File: config.mk
export PLATFORM = sky130hd
export DESIGN_NAME = kiss_random_generator_seeded_unit
export DESIGN_NICKNAME = d
export VERILOG_FILES = /design/src/rtl/core/krg_pkg.sv /design/src/rtl/core/kiss_random_generator_seeded_unit.sv
export SDC_FILE = /design/constraint.sdc
export NUM_CORES = 1
export LEC_CHECK = 0
export BUFFER_PORTS_ARGS = -buffer_cell sky130_fd_sc_hd__buf_2
export CAP_MARGIN = 0
export CORE_ASPECT_RATIO = 0.6
export CORE_MARGIN = 2
export CORE_UTILIZATION = 33
export CTS_CLUSTER_DIAMETER = 60
export CTS_CLUSTER_SIZE = 20
export DETAILED_ROUTE_END_ITERATION = 8
export GPL_TIMING_DRIVEN = 0
export PLACE_DENSITY_LB_ADDON = 0.1
export SKIP_LAST_GASP = 1
export SLEW_MARGIN = 5
export SYNTH_ARGS = -nofsm -noshare
export SYNTH_HDL_FRONTEND = slang
export SYNTH_SLANG_ARGS = --single-unit
File: constraint.sdc
create_clock -name clk -period 7 [get_ports clk]
set_input_delay 1.05 -clock clk [delete_from_list [all_inputs] [get_ports clk]]
set_output_delay 1.05 -clock clk [all_outputs]
set_load 0.01 [all_outputs]
File: src/rtl/core/krg_pkg.sv
`default_nettype none
package krg_pkg;

    // input action codes
    typedef enum logic [1:0] {
        ACT_DRAW = 2'd0,
        ACT_SEED = 2'd1,
        ACT_WARM = 2'd2,
        ACT_NONE = 2'd3
    } action_t;

    // sequencer states
    typedef enum logic [1:0] {
        ST_IDLE,
        ST_DISCARD,
        ST_LFSR
    } seq_state_t;

    // generator constants
    localparam logic [31:0] LCG_INC      = 32'h542023ab;
    localparam logic [31:0] LFSR_TAP     = 32'hd0000001;
    localparam logic [31:0] INIT_LCG     = 32'd123456789;
    localparam logic [31:0] INIT_XS      = 32'd234567891;
    localparam logic [31:0] INIT_AWC_OLD = 32'd345678912;
    localparam logic [31:0] INIT_AWC_NEW = 32'd456789123;

    // full generator state
    typedef struct packed {
        logic [31:0] lcg;
        logic [31:0] xs;
        logic [31:0] awc_old;
        logic [31:0] awc_new;
        logic        carry;
    } gen_state_t;

    // one generator step
    function automatic gen_state_t krg_step(input gen_state_t s);
        gen_state_t  n;
        logic [31:0] x;
        logic [31:0] sum;
        begin
            n.lcg = s.lcg + LCG_INC;
            x = s.xs;
            x = x ^ (x << 5);
            x = x ^ (x >> 7);
            x = x ^ (x << 22);
            n.xs = x;
            sum = s.awc_new + s.awc_old + {31'd0, s.carry};
            n.awc_old = s.awc_new;
            n.awc_new = {1'b0, sum[30:0]};
            n.carry = sum[31];
            return n;
        end
    endfunction

    // output value of a stepped state
    function automatic logic [30:0] krg_value(input gen_state_t s);
        logic [31:0] total;
        begin
            total = s.lcg + s.xs + s.awc_new;
            return total[30:0];
        end
    endfunction

    // one galois lfsr step
    function automatic logic [31:0] krg_lfsr(input logic [31:0] v);
        begin
            return (v >> 1) ^ (v[0] ? LFSR_TAP : 32'd0);
        end
    endfunction

endpackage
`default_nettype wire

File: src/rtl/core/kiss_random_generator_seeded_unit.sv
// Multiply-free KISS random generator with seeding and warm-up.
// Input channel: in_valid / in_stall carries action and seed_value. A transfer
// happens at a rising edge with in_valid high and in_stall low.
// Output channel: out_valid / out_stall carries random_value, one transfer
// for each draw action; seed actions and the unused code give nothing.
// A draw's result sits in the output register on the next cycle, and
// another draw may follow every cycle while the receiver takes results.
// The generator step is a single shared unit run once a cycle.
// Seed then warm up holds in_stall high through DISCARD_ROUNDS discarded
// steps, then, for a nonzero seed, LFSR_ROUNDS rounds of LFSR walk (a step
// is taken at each odd LFSR value), counted by the round counter.
// When the receiver stalls, the result stays in the output register and
// the input is stalled for every action until that result is taken.
// Reset restores the default generator state and empties the output.
`default_nettype none
module kiss_random_generator_seeded_unit #(
    parameter int DISCARD_ROUNDS = 128,
    parameter int LFSR_ROUNDS    = 128
) (
    input  wire logic        clk,
    input  wire logic        rst_n,
    input  wire logic        in_valid,
    output logic             in_stall,
    input  wire logic [1:0]  action,
    input  wire logic [31:0] seed_value,
    output logic             out_valid,
    input  wire logic        out_stall,
    output logic [30:0]      random_value
);
    import krg_pkg::*;

    localparam logic [7:0] DISC_LAST = 8'(DISCARD_ROUNDS - 1);
    localparam logic [7:0] LFSR_LAST = 8'(LFSR_ROUNDS - 1);
    localparam bit DISC_ON = (DISCARD_ROUNDS > 0);
    localparam bit LFSR_ON = (LFSR_ROUNDS > 0);

    seq_state_t  state_reg, state_next;
    gen_state_t  gen_reg, gen_next;
    logic [31:0] walk_reg, walk_next;
    logic [7:0]  cnt_reg, cnt_next;
    logic        out_valid_reg, out_valid_next;
    logic [30:0] out_value_reg, out_value_next;

    gen_state_t  stepped;
    gen_state_t  seeded;
    logic        in_xfer;
    logic        out_free;

    // shared step unit
    assign stepped = krg_step(gen_reg);

    always_comb
    begin
        seeded.lcg     = INIT_LCG;
        seeded.xs      = INIT_XS;
        seeded.awc_old = INIT_AWC_OLD;
        seeded.awc_new = seed_value;
        seeded.carry   = 1'b0;
    end

    // handshake
    assign out_free  = !out_valid_reg || !out_stall;
    assign in_stall  = (state_reg != ST_IDLE) || !out_free;
    assign in_xfer   = in_valid && !in_stall;
    assign out_valid = out_valid_reg;
    assign random_value = out_value_reg;

    // sequencer
    always_comb
    begin
        state_next     = state_reg;
        gen_next       = gen_reg;
        walk_next      = walk_reg;
        cnt_next       = cnt_reg;
        out_valid_next = out_valid_reg && out_stall;
        out_value_next = out_value_reg;
        case (state_reg)
            ST_IDLE:
            begin
                if (in_xfer)
                begin
                    case (action_t'(action))
                        ACT_DRAW:
                        begin
                            gen_next       = stepped;
                            out_valid_next = 1'b1;
                            out_value_next = krg_value(stepped);
                        end
                        ACT_SEED:
                        begin
                            gen_next = seeded;
                        end
                        ACT_WARM:
                        begin
                            gen_next  = seeded;
                            walk_next = seed_value;
                            cnt_next  = 8'd0;
                            if (DISC_ON)
                                state_next = ST_DISCARD;
                            else if (LFSR_ON && (seed_value != 32'd0))
                                state_next = ST_LFSR;
                        end
                        default:
                        begin
                            gen_next = gen_reg;
                        end
                    endcase
                end
            end
            ST_DISCARD:
            begin
                gen_next = stepped;
                cnt_next = cnt_reg + 8'd1;
                if (cnt_reg == DISC_LAST)
                begin
                    cnt_next = 8'd0;
                    if (LFSR_ON && (walk_reg != 32'd0))
                        state_next = ST_LFSR;
                    else
                        state_next = ST_IDLE;
                end
            end
            ST_LFSR:
            begin
                if (walk_reg[0])
                    gen_next = stepped;
                walk_next = krg_lfsr(walk_reg);
                cnt_next  = cnt_reg + 8'd1;
                if (cnt_reg == LFSR_LAST)
                begin
                    cnt_next   = 8'd0;
                    state_next = ST_IDLE;
                end
            end
            default:
            begin
                state_next = ST_IDLE;
            end
        endcase
    end

    // control and generator state
    always_ff @(posedge clk or negedge rst_n)
    begin
        if (!rst_n)
        begin
            state_reg         <= ST_IDLE;
            out_valid_reg     <= 1'b0;
            cnt_reg           <= 8'd0;
            walk_reg          <= 32'd0;
            gen_reg.lcg       <= INIT_LCG;
            gen_reg.xs        <= INIT_XS;
            gen_reg.awc_old   <= INIT_AWC_OLD;
            gen_reg.awc_new   <= INIT_AWC_NEW;
            gen_reg.carry     <= 1'b0;
        end
        else
        begin
            state_reg     <= state_next;
            out_valid_reg <= out_valid_next;
            cnt_reg       <= cnt_next;
            walk_reg      <= walk_next;
            gen_reg       <= gen_next;
        end
    end

    // output payload
    always_ff @(posedge clk)
    begin
        out_value_reg <= out_value_next;
    end

endmodule
`default_nettype wire

After elaboration in Yosys (flattened, before gate mapping)
Cells that the tools add are included.
{"block": "word_totals", "reg_bits": 203}
{"block": "classes", "addsub": 6, "eq_ne": 11, "n_mux": 21, "bitwise_logic": 4, "n_reduce_logical": 22}
{"op": "129-bit case mux with 3 select lines", "count": 1}
{"op": "129-bit 2-to-1 mux", "count": 2}
{"op": "129-bit case mux with 2 select lines", "count": 1}
{"op": "32-bit 2-to-1 mux", "count": 3}
{"op": "32-bit case mux with 2 select lines", "count": 1}
{"op": "32-bit bitwise XOR", "count": 2}
{"op": "31-bit adder", "count": 2}
{"op": "32-bit by 1-bit adder with 32-bit output", "count": 1}
{"op": "32-bit by 31-bit adder with 32-bit output (second input constant)", "count": 1}
{"op": "32-bit adder", "count": 1}
{"op": "32-bit nonzero test", "count": 1}
{"op": "31-bit by 32-bit bitwise XOR with 32-bit output", "count": 1}
{"op": "32-bit by 25-bit bitwise XOR with 32-bit output", "count": 1}
{"op": "8-bit 2-to-1 mux", "count": 3}
{"op": "8-bit case mux with 2 select lines", "count": 1}
{"op": "2-bit 2-to-1 mux", "count": 5}
{"op": "3-bit AND reduction", "count": 3}
{"op": "8-bit by 1-bit adder with 8-bit output (second input constant)", "count": 1}
{"op": "8-bit by 7-bit == test with 1-bit output (second input constant)", "count": 1}
{"op": "2-bit != test (second input constant)", "count": 4}
{"op": "4-bit AND reduction", "count": 2}
{"op": "2-bit case mux with 3 select lines", "count": 1}
{"op": "2-bit nonzero test", "count": 3}
{"op": "2-bit by 1-bit == test with 1-bit output (second input constant)", "count": 2}
{"op": "10 further kinds", "count": 20}

Longest topological paths before layout
{"block": "depth", "depth_word": 8, "ltp_mapped": 23, "depth_no_buf": 22}

Least setup slack after synthesis
Ideal clock, no wire load.
{"block": "synth_path", "path_kind": "reg-to-reg", "start": "register gen_reg[0] (netlist bit)", "end": "register out_value_reg[29], in the netlist random_value[29], data pin", "setup_time_ps": 195, "t_arrival_ps": 4946, "t_required_ps": 6805, "setup_slack_ps": 1859, "stages_incl_launch_ff": 24, "path_buffers": 1, "synth_period_minus_slack_ps": 5141, "cell_sequence": "dfrtp_1 -> fa_1 -> inv_1 -> fa_1 -> nor2b_4 -> o2111ai_2 -> nand3_1 -> a41o_1 -> a31o_2 -> a21boi_1 -> o21ai_0 -> xnor2_1 -> fa_1 -> inv_1 -> ha_1 -> buf_2 -> nand2_1 -> nor4_2 -> nand2_1 -> o31a_1 -> a21oi_1 -> o211ai_1 -> a211o_1 -> o311ai_0"}
{"block": "synth_via", "elab_chain_cells": 2}
{"element": "start, declared", "line_no": "kiss_random_generator_seeded_unit.sv:38", "source": "gen_state_t gen_reg, gen_next;"}
{"element": "start signal, assigned", "line_no": "kiss_random_generator_seeded_unit.sv:163", "source": "gen_reg <= gen_next;"}
{"element": "32-bit by 1-bit adder with 32-bit output", "line_no": "krg_pkg.sv:48", "source": "sum = s.awc_new + s.awc_old + {31'd0, s.carry};"}
{"element": "31-bit adder", "line_no": "krg_pkg.sv:60", "source": "total = s.lcg + s.xs + s.awc_new;"}
{"element": "end signal, assigned", "line_no": "kiss_random_generator_seeded_unit.sv:170", "source": "out_value_reg <= out_value_next;"}
{"element": "end, declared", "line_no": "kiss_random_generator_seeded_unit.sv:42", "source": "logic [30:0] out_value_reg, out_value_next;"}
No other way between the ends.
A chain may end at the register's enable or synchronous reset.

Worst setup path after layout
Same ends and word-level chain as after synthesis.

==> reports/results.ini <==
[status]
status = complete, no violations

[clock_tree]
tritoncts = yes
ctsHoldBuffers = 0
cts-root-buf = clkbuf_16
path_clk_slew_ns = 0.07
cts_max_path_buffers = 3
cts_resized = 0
cts_max_level = 1
worst_skew_pair.late_latency_ns = 0.54
post_cts_buffers = 0
cts_sinks = 202
cts_buffers = 22

[cells_and_area]
seq_area_sq_mm = 0.00528
final_layout_size_suffix_gt1_share_pct = 13.0
fill_cells = 4298
final_net_count = 1763
area_delta_synth_final_pct = 13.4
largest_reg_flops = 128
multiInputGateArea_sq_mm = 0.00801

[global_routing]
overflow = 0
grt_pass1_vias = 11200
grt_pass1_wl_mm = 71.0
track_usage_pct = 21.7
antenna_found_initial = 0
grt_start_max_net_pins = 95

[placed_design]
place.gp.congestion = 0.891
hpwl_mm = 35.7
portBuffers = 70

[yosys]
synthMuxAreaShare_pct = 2.77
synthXorXnorAreaFrac_pct = 9.37
seq_area_frac_synth_pct = 38.0
ys.flop_type = dfrtp_1
synthAdderAreaFrac_pct = 10.9
synth_seq_cells = 202
synthSimpleGateAreaFrac_pct = 16.2
synth_top_family_by_area = compound AO/OA/AOI/OAI gates
synth_area_sq_mm = 0.0139
yosysWarnings = 0
synth_compound_area_share_pct = 18.4
syn_avg_cell_area_sq_um = 9.08
synth_cells = 1529
synthArstFlopShare_pct = 84.7
syn-num-nets = 1668
yosysUniqueCellTypes = 84
synth_edf_count = 31

[timing]
fin_crit_sh_pct = 93.5
hold_violations = 0
period_needed_ns = 6.54
max_slew_margin_pct = 36.3
drv_slew = 0
finClkSkew_ns = 0.0158
timing.fmax_mhz = 153
worst_slew_pin_slew_ns = 0.955
setup_viol = 0
setup_tns_ns = 0
rsz0062_at_grt = false

[drt]
vias = 11600
ant_nets = 0
via_per_inst = 5.24
drt_pass1_iterations = 5
drt_iter0_markers = 1103
wl_per_cell_um = 21.1
wl_mm = 46.5
drc = 0

[floorplanning]
io_pins = 71
num_rows = 58
start_util_pct = 33.3
die_w_um = 269
die_h_um = 163
coreArea_sq_mm = 0.0417
dieArea_sq_mm = 0.0438

[setup_path]
cp-start-kind = flip-flop
crit_chain = fa_1 -> inv_1 -> fa_1 -> nor2b_4 -> o2111ai_2 -> nand3_1 -> a41o_1 -> a31o_2 -> a21boi_1 -> o21ai_0 -> xnor2_1 -> fa_1 -> inv_1 -> ha_1 -> buf_2 -> nand2_1 -> nor4_2 -> nand2_1 -> o31a_1 -> a21oi_1 -> o211ai_1 -> a211o_1 -> o311ai_0
path_class = reg -> reg
critPathCaptureType = flip-flop
cpMostUsedCell = fa_1
cp.required_ns = 7.33
cp_slowest_cell = nor4_2
cp_max_fo = 7
critPathMaxStageDelay_ns = 0.64
cp.arrival_ns = 6.87

[flow_run]
maxCapViolations = 0

[worst_hold_path]
hp-class = reg -> reg

-- final timing paths --
path                                              start                    endpoint  slack, ns  cells past startpoint
worst max-delay path             gen_reg[0]$_DFFE_PN0P_  random_value[29]$_DFFE_PP_       0.46                     23
worst min-delay path            gen_reg[53]$_DFFE_PN1P_     gen_reg[53]$_DFFE_PN1P_       0.46                      2
worst max register to register   gen_reg[0]$_DFFE_PN0P_  random_value[29]$_DFFE_PP_       0.46                     23
worst min register to register  gen_reg[53]$_DFFE_PN1P_     gen_reg[53]$_DFFE_PN1P_       0.46                      2
max in group asynchronous                         rst_n    gen_reg[101]$_DFFE_PN1P_       5.52                      2
min in group asynchronous                         rst_n      cnt_reg[5]$_DFFE_PN0P_       0.53                      1
-- metal layers --
metal / vias to the layer above / GRT usage [%] / routed length [um]
met1: 5661 / 35.4 / 25000
met5: - / 0 / 0
met4: 0 / 3.31 / 662
met2: 316 / 28.8 / 17500
li1: 5566 / - / -
met3: 35 / 4.72 / 3330
-- stage by stage --
step | setup WS, ns | hold WS (ns) | util [%] | instance area (sq um) | std cells
6_report | 0.458 | 0.457 | 37.7 | 15700 | 2211
5_1_grt | 0.137 | 0.479 | 37.7 | 15700 | 2210
4_1_cts | 0.587 | 0.459 | 37.7 | 15700 | 2210
3_5_place_dp | 0.618 | 0.449 | 35.9 | 15000 | 2170
3_3_place_gp | 0.644 | 0.446 | 35.8 | 15000 | 2169
2_1_floorplan | 1.86 | 0.437 | - | 13900 | 1529
-- cell type report --
cell class,instances,area share (%)
multi-input cells,1171,50.9
inverters,90,2.15
diodes,1,0.0159
well taps,570,4.53
plain buffers,66,1.67
clock inverters,13,0.962
clock buffers,27,3.81
repair buffers,71,2.46
flip-flops and latches,202,33.5
-- cells in the mapped netlist (all sizes together), types with 10 or more instances --
library cell	number	area share, %
a21oi	119	4.3
clkbuf	56	1.5
a21o	27	1.5
o21ai	99	3.6
and3	23	1.1
dfstp	57	11
fa	33	4.8
ha	68	6.1
inv	90	2.4
mux2i	35	2.5
a31oi	32	1.4
nand2b	11	0.50
o21a	19	1.0
nand3	58	2.1
nor3	28	1.2
nor4	11	0.54
dfrtp	114	21
o31ai	20	1.1
edfxtp	31	6.7
nand2	183	5.0
buf	10	0.36
o211ai	11	0.59
xor2	33	2.1
xnor2	113	7.1
nor2	122	3.3
-- cells by family after synthesis --
group | Yosys count
adders and majority gates | 101
DFF | 202
AOI/OAI and AO/OA | 399
xor gates and xnor gates | 147
buffers and inverters | 156
muxes | 38
and+or+nand+nor | 486
-- cells in the final DEF (no fill, tap or decap), types with 8 or more instances in the layout --
cell       instances
a31oi_1           32
clkbuf_16         23
o211ai_1          11
a211oi_1           8
dfstp_2           57
nand2_1          182
clkbuf_1          57
a21o_1            27
xnor2_1          113
or3_1              8
o21ai_0           95
nor2_1           122
nor4_1            10
nand3_1           58
dfrtp_1          114
a211o_1            8
inv_1             89
edfxtp_1          31
mux2i_1           35
nor3_1            23
xor2_1            33
o21a_1            19
and3_1            22
fa_1              33
a21oi_1          118
o31ai_1           20
nand2b_1          11
buf_2             79
ha_1              68
-- worst max-delay path, delay by kind of cell, from the launching register on --
family	cells	cell delay, ns
buf+inv	3	0.32
xor+xnor	1	0.24
flops	1	0.45
fa+ha+maj	4	1.60
simple gates	5	1.15
compound gates	10	2.56
Power is left out: the tool's default activity adds up to more than one toggle a clock period on the data nets, which glitch-free logic cannot reach.
